`src/hw/rtl/sbs_pkg.sv`:
```
// Shared types and constants for the sorted table binary search block.
// Holds the controller state type and the controller/datapath command
// and status structs. No dependencies.
`timescale 1ns / 1ps
`default_nettype none

package sbs_pkg;

  // Fixed field widths of the ports.
  localparam int DATA_W = 32;
  localparam int IDX_W  = 4;
  localparam int POS_W  = 4;

  // Default table depth and reset value of the last index register.
  localparam int               TABLE_DEPTH_DEFAULT = 16;
  localparam logic [IDX_W-1:0] LAST_INDEX_RESET    = 4'd9;

  // Operation codes of an input word.
  localparam logic OP_WRITE  = 1'b0;
  localparam logic OP_SEARCH = 1'b1;

  // Controller states.
  typedef enum logic [2:0] {
    S_IDLE,
    S_RD_LAST,
    S_RD_FIRST,
    S_CHK_FIRST,
    S_PROBE,
    S_CMP
  } sbs_state_t;

  // Table read address select.
  typedef enum logic [1:0] {
    RD_FIRST,
    RD_LAST,
    RD_MID
  } sbs_rd_sel_t;

  // Commands from the controller to the datapath.
  typedef struct packed {
    logic        wr_entry;    // write the input word into the table
    logic        load;        // capture key and last index
    sbs_rd_sel_t rd_sel;      // table read address
    logic        chk_last;    // compare key against the last entry
    logic        init_range;  // set the search range to [0, last]
    logic        step;        // narrow the range after a probe
    logic        finish_miss; // deliver a not-found result
    logic        finish_hit;  // deliver a found result at the midpoint
  } sbs_cmd_t;

  // Status from the datapath to the controller.
  typedef struct packed {
    logic above_last;   // key was above the last entry
    logic key_lt;       // key below the entry just read
    logic key_eq;       // key equal to the entry just read
    logic range_empty;  // low bound passed the high bound
  } sbs_status_t;

endpackage

`default_nettype wire

```
`src/hw/rtl/sorted_table_binary_search.sv`:
```
// Sorted table binary search: a write word gives no result. A search first checks
// the last and the first entries, then reads and compares the midpoint once per probe
// (at most log2(depth)+1 probes) and sees an empty range in S_PROBE on a miss;
// the strobe comes the cycle after the deciding check, and the next word can be
// taken in that cycle. busy is high during a search and in reset; synchronous
// active-low reset clears controller, bounds, strobe.
`timescale 1ns / 1ps
`default_nettype none

module sorted_table_binary_search #(
  parameter int TABLE_DEPTH = sbs_pkg::TABLE_DEPTH_DEFAULT
) (
  input  wire logic                              clk,
  input  wire logic                              rst_n,
  input  wire logic                              cfg_wr_en,
  input  wire logic [sbs_pkg::IDX_W-1:0]         cfg_wr_data,
  input  wire logic                              start,
  output logic                                   busy,
  input  wire logic                              in_opcode,
  input  wire logic [sbs_pkg::IDX_W-1:0]         in_entry_index,
  input  wire logic signed [sbs_pkg::DATA_W-1:0] in_item_value,
  output logic                                   out_valid,
  output logic                                   out_found,
  output logic [sbs_pkg::POS_W-1:0]              out_position
);

  import sbs_pkg::*;

  sbs_cmd_t    cmd;
  sbs_status_t status;

  // Controller.
  sbs_ctrl u_ctrl (
    .clk       (clk),
    .rst_n     (rst_n),
    .start     (start),
    .in_opcode (in_opcode),
    .status    (status),
    .cmd       (cmd),
    .busy      (busy)
  );

  // Datapath.
  sbs_datapath #(
    .TABLE_DEPTH (TABLE_DEPTH)
  ) u_datapath (
    .clk            (clk),
    .rst_n          (rst_n),
    .cfg_wr_en      (cfg_wr_en),
    .cfg_wr_data    (cfg_wr_data),
    .in_entry_index (in_entry_index),
    .in_item_value  (in_item_value),
    .cmd            (cmd),
    .status         (status),
    .out_valid      (out_valid),
    .out_found      (out_found),
    .out_position   (out_position)
  );

endmodule

`default_nettype wire

```
`src/hw/rtl/sbs_ram.sv`:
```
// Generic single-write, single-read RAM with a registered read port.
// No dependencies.
`timescale 1ns / 1ps
`default_nettype none

module sbs_ram #(
  parameter int WIDTH = 32,
  parameter int DEPTH = 16
) (
  input  wire logic                     clk,
  input  wire logic                     wr_en,
  input  wire logic [$clog2(DEPTH)-1:0] wr_addr,
  input  wire logic [WIDTH-1:0]         wr_data,
  input  wire logic [$clog2(DEPTH)-1:0] rd_addr,
  output logic      [WIDTH-1:0]         rd_data_r
);

  logic [WIDTH-1:0] mem_r [DEPTH];

  // Write port.
  always_ff @(posedge clk) begin
    if (wr_en) begin
      mem_r[wr_addr] <= wr_data;
    end
  end

  // Registered read port.
  always_ff @(posedge clk) begin
    rd_data_r <= mem_r[rd_addr];
  end

endmodule

`default_nettype wire

```
`src/hw/rtl/sbs_ctrl.sv`:
```
// Controller state machine of the binary search block.
// Depends on sbs_pkg for the state type and the command and status structs.
`timescale 1ns / 1ps
`default_nettype none

module sbs_ctrl (
  input  wire logic                clk,
  input  wire logic                rst_n,
  input  wire logic                start,
  input  wire logic                in_opcode,
  input  wire sbs_pkg::sbs_status_t status,
  output sbs_pkg::sbs_cmd_t        cmd,
  output logic                     busy
);

  import sbs_pkg::*;

  sbs_state_t state_r;
  sbs_state_t state_nxt;

  // State register.
  always_ff @(posedge clk) begin
    if (!rst_n) begin
      state_r <= S_IDLE;
    end else begin
      state_r <= state_nxt;
    end
  end

  // Next state.
  always_comb begin
    state_nxt = state_r;
    case (state_r)
      S_IDLE: begin
        if (start && in_opcode == OP_SEARCH) begin
          state_nxt = S_RD_LAST;
        end
      end
      S_RD_LAST:  state_nxt = S_RD_FIRST;
      S_RD_FIRST: state_nxt = S_CHK_FIRST;
      S_CHK_FIRST: begin
        if (status.above_last || status.key_lt) begin
          state_nxt = S_IDLE;
        end else begin
          state_nxt = S_PROBE;
        end
      end
      S_PROBE: begin
        if (status.range_empty) begin
          state_nxt = S_IDLE;
        end else begin
          state_nxt = S_CMP;
        end
      end
      S_CMP: begin
        if (status.key_eq) begin
          state_nxt = S_IDLE;
        end else begin
          state_nxt = S_PROBE;
        end
      end
      default: state_nxt = S_IDLE;
    endcase
  end

  // Command outputs. No word is taken while reset is held.
  always_comb begin
    cmd             = '0;
    cmd.rd_sel      = RD_FIRST;
    busy            = (state_r != S_IDLE) || !rst_n;
    case (state_r)
      S_IDLE: begin
        cmd.wr_entry = rst_n && start && in_opcode == OP_WRITE;
        cmd.load     = rst_n && start && in_opcode == OP_SEARCH;
      end
      S_RD_LAST: begin
        cmd.rd_sel = RD_LAST;
      end
      S_RD_FIRST: begin
        cmd.rd_sel   = RD_FIRST;
        cmd.chk_last = 1'b1;
      end
      S_CHK_FIRST: begin
        if (status.above_last || status.key_lt) begin
          cmd.finish_miss = 1'b1;
        end else begin
          cmd.init_range = 1'b1;
        end
      end
      S_PROBE: begin
        cmd.rd_sel = RD_MID;
        if (status.range_empty) begin
          cmd.finish_miss = 1'b1;
        end
      end
      S_CMP: begin
        cmd.rd_sel = RD_MID;
        if (status.key_eq) begin
          cmd.finish_hit = 1'b1;
        end else begin
          cmd.step = 1'b1;
        end
      end
      default: begin
        cmd.rd_sel = RD_FIRST;
      end
    endcase
  end

endmodule

`default_nettype wire

```
`src/hw/rtl/sbs_datapath.sv`:
```
// Datapath of the binary search block: table RAM, key, range bounds,
// comparators and the result register.
// Depends on sbs_pkg and sbs_ram.
`timescale 1ns / 1ps
`default_nettype none

module sbs_datapath #(
  parameter int TABLE_DEPTH = sbs_pkg::TABLE_DEPTH_DEFAULT
) (
  input  wire logic                         clk,
  input  wire logic                         rst_n,
  input  wire logic                         cfg_wr_en,
  input  wire logic [sbs_pkg::IDX_W-1:0]    cfg_wr_data,
  input  wire logic [sbs_pkg::IDX_W-1:0]    in_entry_index,
  input  wire logic signed [sbs_pkg::DATA_W-1:0] in_item_value,
  input  wire sbs_pkg::sbs_cmd_t            cmd,
  output sbs_pkg::sbs_status_t              status,
  output logic                              out_valid,
  output logic                              out_found,
  output logic [sbs_pkg::POS_W-1:0]         out_position
);

  import sbs_pkg::*;

  localparam int AW   = $clog2(TABLE_DEPTH);
  localparam int RW   = AW + 2;        // signed range bound width
  localparam int EXTW = AW + IDX_W;    // common width for index compares

  // Last index register, written by the configuration port.
  logic [IDX_W-1:0] last_index_r;

  always_ff @(posedge clk) begin
    if (!rst_n) begin
      last_index_r <= LAST_INDEX_RESET;
    end else if (cfg_wr_en) begin
      last_index_r <= cfg_wr_data;
    end
  end

  // Last index saturated to the table.
  logic [EXTW-1:0] last_ext;
  logic [AW-1:0]   last_sat;

  always_comb begin
    last_ext = EXTW'(last_index_r);
    if (last_ext > EXTW'(TABLE_DEPTH - 1)) begin
      last_sat = AW'(TABLE_DEPTH - 1);
    end else begin
      last_sat = last_ext[AW-1:0];
    end
  end

  // Key and last index captured at the start of a search.
  logic signed [DATA_W-1:0] key_r;
  logic [AW-1:0]            last_r;

  always_ff @(posedge clk) begin
    if (cmd.load) begin
      key_r  <= in_item_value;
      last_r <= last_sat;
    end
  end

  // Range bounds and midpoint.
  logic signed [RW-1:0] lo_r, lo_nxt;
  logic signed [RW-1:0] hi_r, hi_nxt;
  logic [RW-1:0]        bound_sum;
  logic [AW-1:0]        mid;

  assign bound_sum = lo_r + hi_r;
  assign mid       = bound_sum[AW:1];

  // Table write address, dropped when beyond the table.
  logic [EXTW-1:0] wr_idx_ext;
  logic            wr_ok;

  assign wr_idx_ext = EXTW'(in_entry_index);
  assign wr_ok      = wr_idx_ext < EXTW'(TABLE_DEPTH);

  // Table read address select.
  logic [AW-1:0]     rd_addr;
  logic [DATA_W-1:0] rd_data_r;

  always_comb begin
    case (cmd.rd_sel)
      RD_LAST:  rd_addr = last_r;
      RD_MID:   rd_addr = mid;
      default:  rd_addr = '0;
    endcase
  end

  sbs_ram #(
    .WIDTH (DATA_W),
    .DEPTH (TABLE_DEPTH)
  ) u_table (
    .clk       (clk),
    .wr_en     (cmd.wr_entry && wr_ok),
    .wr_addr   (wr_idx_ext[AW-1:0]),
    .wr_data   (in_item_value),
    .rd_addr   (rd_addr),
    .rd_data_r (rd_data_r)
  );

  // Comparators against the entry just read.
  logic signed [DATA_W-1:0] entry;
  logic                     key_lt;
  logic                     key_gt;

  assign entry  = $signed(rd_data_r);
  assign key_lt = key_r < entry;
  assign key_gt = key_r > entry;

  // Rejection flag for a key above the last entry.
  logic above_last_r;

  always_ff @(posedge clk) begin
    if (cmd.chk_last) begin
      above_last_r <= key_gt;
    end
  end

  // Range bound update.
  always_comb begin
    lo_nxt = lo_r;
    hi_nxt = hi_r;
    if (cmd.init_range) begin
      lo_nxt = '0;
      hi_nxt = RW'(last_r);
    end else if (cmd.step) begin
      if (key_lt) begin
        hi_nxt = RW'(mid) - RW'(1);
      end else begin
        lo_nxt = RW'(mid) + RW'(1);
      end
    end
  end

  always_ff @(posedge clk) begin
    if (!rst_n) begin
      lo_r <= '0;
      hi_r <= '0;
    end else begin
      lo_r <= lo_nxt;
      hi_r <= hi_nxt;
    end
  end

  always_comb begin
    status             = '0;
    status.above_last  = above_last_r;
    status.key_lt      = key_lt;
    status.key_eq      = !key_lt && !key_gt;
    status.range_empty = lo_r > hi_r;
  end

  // Result register: one strobed word per search.
  logic [EXTW-1:0]  mid_ext;
  logic             out_valid_r;
  logic             out_found_r;
  logic [POS_W-1:0] out_position_r;

  assign mid_ext = EXTW'(mid);

  always_ff @(posedge clk) begin
    if (!rst_n) begin
      out_valid_r <= 1'b0;
    end else begin
      out_valid_r <= cmd.finish_hit || cmd.finish_miss;
    end
  end

  always_ff @(posedge clk) begin
    if (cmd.finish_hit) begin
      out_found_r    <= 1'b1;
      out_position_r <= mid_ext[POS_W-1:0];
    end else if (cmd.finish_miss) begin
      out_found_r    <= 1'b0;
      out_position_r <= '0;
    end
  end

  assign out_valid    = out_valid_r;
  assign out_found    = out_found_r;
  assign out_position = out_position_r;

endmodule

`default_nettype wire
```
`config.mk`:
```
export PLATFORM = sky130hd
export DESIGN_NAME = sorted_table_binary_search
export DESIGN_NICKNAME = d
export VERILOG_FILES = /design/src/hw/rtl/sbs_pkg.sv /design/src/hw/rtl/sorted_table_binary_search.sv /design/src/hw/rtl/sbs_ram.sv /design/src/hw/rtl/sbs_ctrl.sv /design/src/hw/rtl/sbs_datapath.sv
export SDC_FILE = /design/constraint.sdc
export NUM_CORES = 1
export LEC_CHECK = 0
export ABC_AREA = 1
export BUFFER_PORTS_ARGS = -buffer_cell sky130_fd_sc_hd__buf_2
export CORE_ASPECT_RATIO = 1.2
export CORE_MARGIN = 4
export CORE_UTILIZATION = 44
export CTS_CLUSTER_DIAMETER = 40
export DETAILED_ROUTE_END_ITERATION = 7
export SYNTH_ARGS = -nofsm -noshare
export SYNTH_HDL_FRONTEND = slang
export SYNTH_SLANG_ARGS = --single-unit
```
`constraint.sdc`:
```
create_clock -name clk -period 4.3 [get_ports clk]
set_input_delay 0.86 -clock clk [delete_from_list [all_inputs] [get_ports clk]]
set_output_delay 0.86 -clock clk [all_outputs]
set_load 0.05 [all_outputs]
```
==> results.sh <==
export IMPL_outcome="complete, no violations"
export IMPL_area_growth_pct=15.8
export IMPL_routabilityCongestion=0.837
export IMPL_synth_fp_nets=2144
export IMPL_initial_utilization_pct=44.5
export IMPL_gr_total_overflow=0
export IMPL_power_density_nw_per_um2=493
export IMPL_holdBufCountCts=0
export IMPL_avgSynthCellArea_um2=12.1
export IMPL_rows=95
export IMPL_worstSetupPathType="flop to flop"
export IMPL_period_minus_slack_ps=3110
export IMPL_cp_data_required_time_ps=4780
export IMPL_die_w_um=225
export IMPL_yosysUniqueCellTypes=40
export IMPL_reg2reg_depth=11
export IMPL_first_pass_iters=5
export IMPL_cap_violations=0
export IMPL_cts_tree="done"
export IMPL_io_pins=52
export IMPL_ys_ff_latch=604
export IMPL_post_cts_buffers=0
export IMPL_nets=2210
export IMPL_crit_path_max_fanout=74
export IMPL_dp_slack_ps=855
export IMPL_synthArstFlopShare_pct=0
export IMPL_synth_edf_count=553
export IMPL_setup_viol=0
export IMPL_grt_pass1_vias=14600
export IMPL_clk_latency_ps=590
export IMPL_grt_pass1_wl_mm=83.9
export IMPL_fin_setup_tns_ps=0
export IMPL_antenna_cells=0
export IMPL_clockRootBuffer="clkbuf_16"
export IMPL_drc=0
export IMPL_worstSetupStartpointType="flop"
export IMPL_drive_gt1_share_pct=11.8
export IMPL_wirelength_mm=54.3
export IMPL_grt_max_degree=157
export IMPL_synth_top_area_share_pct=66.7
export IMPL_synthesis_area_um2=24900
export IMPL_worst_pin_slew_ps=957
export IMPL_power_total_mw=14.2
export IMPL_numCtsBuffers=76
export IMPL_sw_frac_of_total_pct=23.5
export IMPL_slew_viol_final=0
export IMPL_synth_ff_type="edfxtp_1"
export IMPL_finish_utilization_pct=51.5
export IMPL_synthTopCellsByArea="edfxtp_1, inv_1, nand3_1, dfxtp_1, o211ai_1"
export IMPL_die_y_um=269
export IMPL_ant_nets=0
export IMPL_grt_util_all_layers_pct=17.9
export IMPL_synth_seq_area_share_pct=70.8
export IMPL_via_per_inst=5.20
export IMPL_worstHoldPathCells=0
export IMPL_vias=15100
export IMPL_slew_headroom_pct=35.7
export IMPL_finalClockSkew_ps=18.6
export IMPL_final_hold_viol_count=0
export IMPL_endpoint_kind="flop"
export IMPL_leakage_nw=10.6
export IMPL_p_clk_share_pct=45.5
export IMPL_power_frac_seq_pct=46.2
export IMPL_coreArea_um2=56000
export IMPL_port_buffers=51
export IMPL_dieArea_um2=60500
export IMPL_fill_cells=4710
export IMPL_clockBufferDepth=3
export IMPL_antenna_found_initial=1
export IMPL_rsz0062_at_grt="false"
export IMPL_drt_iter0_drc=1339
export IMPL_place_hpwl_mm=31.2
export IMPL_yosysWarnings=0
export IMPL_clock_sinks=604
export IMPL_cts_resized=0
export IMPL_worst_slack_ps=1190
export IMPL_max_vdd_ir_drop_uv=297
export IMPL_syn_inst=2054
export IMPL_htreeDepth=3
export IMPL_arrival_ps=3590
export IMPL_final_period_utilization_pct=72.2
export IMPL_fmax_mhz=322
export IMPL_internal_power_mw=10.9
export IMPL_p_sw_mw=3.35
export IMPL_min_path_type="flop to flop"
export IMPL_wl_per_cell_um=18.7
export IMPL_synth_largest_area_cell="edfxtp_1"
export IMPL_path_clk_slew_ps=60
export IMPL_combPwrFrac_pct=8.3
[power by group through the flow]
| stage | Combinational (mW) | Sequential (mW) | Clock [mW] |
|---|---|---|---|
| finish | 1.18 | 6.56 | 6.47 |
| global route | 1.34 | 6.57 | 6.89 |
| global placement | 1.17 | 6.68 | 0 |
| floorplan | 0.779 | 6.68 | 0 |
| detailed placement | 1.19 | 6.69 | 0 |
| CTS | 1.20 | 6.56 | 6.60 |
[worst max-delay path: stages (launching register included)]
cell	delay (ps)
dfxtp_1	340
ha_1	230
fa_1	420
xnor2_1	340
a22oi_1	210
inv_6	510
buf_4	340
a21oi_1	60
o21ai_0	100
nand3_1	90
nand3_1	160
nand2_1	100
[cell type report]
cell class,count,area [um^2],share of cell area [%]
clock buffer,89,1990,6.91
clock inverter,49,619,2.15
inverter,339,1280,4.43
multi-input combinational,1006,5660,19.6
sequential,604,17600,61.1
tap,727,910,3.15
timing repair buffer,93,746,2.59
[layer usage]
metal	share of wire (%)	track usage, %	vias up
met1	43	23.7	7283
met2	49	30.2	350
met3	4.2	2.55	91
met4	3.0	7.11	0
li1	-	-	7388
met5	0	0	-
[registers in the layout, indices dropped and copies added, names as in the netlist, 3 cells and up]
name                          count
u_datapath.key_r                 32
u_datapath.lo_r                   5
u_datapath.last_index_r           4
u_datapath.u_table.rd_data_r     32
u_datapath.last_r                 4
u_datapath.out_position           4
u_ctrl.state_r                    3
u_datapath.u_table.mem_r        512
u_datapath.hi_r                   5
[metrics by stage]
| step | hold slack (ps) | area [um^2] | std cells |
|---|---|---|---|
| floorplan | 403 | 24900 | 2054 |
| global placement | 417 | 26200 | 2769 |
| detailed placement | 425 | 26200 | 2769 |
| CTS | 439 | 28800 | 2907 |
| global route | 447 | 28800 | 2907 |
| finish | 439 | 28800 | 2907 |
[logic make-up (layout without fill, tap and decap cells)]
logic type,count (synthesis),in the layout,synth area share [%]
xor gates and xnor gates,6,6,0.241
and+or+nand+nor,529,529,9.50
AOI/OAI and AO/OA,426,426,10.1
DFF,604,604,70.8
adders and majority gates,45,45,2.29
buffers and inverters,444,570,7.06
[cell usage in the layout, fill, tap and decap left out, types with 6 or more instances in the layout]
cell,instances
ha_1,44
nand2_1,239
nand3_1,218
o211ai_1,129
nor2_4,17
inv_6,12
edfxtp_1,553
nand4_1,10
buf_2,51
buf_12,14
clkinv_1,6
clkbuf_1,10
clkbuf_16,77
nor2_1,25
o21ai_0,134
dfxtp_1,51
clkinv_4,9
buf_4,28
bufinv_16,10
a21oi_1,150
nor3_1,6
inv_1,331
[cell usage after synthesis, drive strengths merged (2+ instances only)]
| library cell | number |
|---|---|
| nand2 | 246 |
| inv | 338 |
| o21ai | 135 |
| o211ai | 129 |
| a22oi | 2 |
| a21o | 2 |
| nor3 | 7 |
| clkbuf | 34 |
| nand3 | 219 |
| o21a | 2 |
| xnor2 | 4 |
| o22ai | 3 |
| buf | 71 |
| nand4 | 11 |
| nor2 | 43 |
| edfxtp | 553 |
| dfxtp | 51 |
| xor2 | 2 |
| a21oi | 152 |
| ha | 44 |
[worst paths after layout]
| check | start | end | slack (ps) |
|---|---|---|---|
| setup / recovery | u_datapath.hi_r[0] | u_datapath.u_table.rd_data_r[13] | 1190 |
| hold / removal | u_datapath.last_index_r[3] | u_datapath.last_r[3] | 440 |
| setup reg to reg | u_datapath.hi_r[0] | u_datapath.u_table.rd_data_r[13] | 1190 |
| hold reg to reg | u_datapath.last_index_r[3] | u_datapath.last_r[3] | 440 |
No activity file was read; power rests on OpenSTA's default activity.
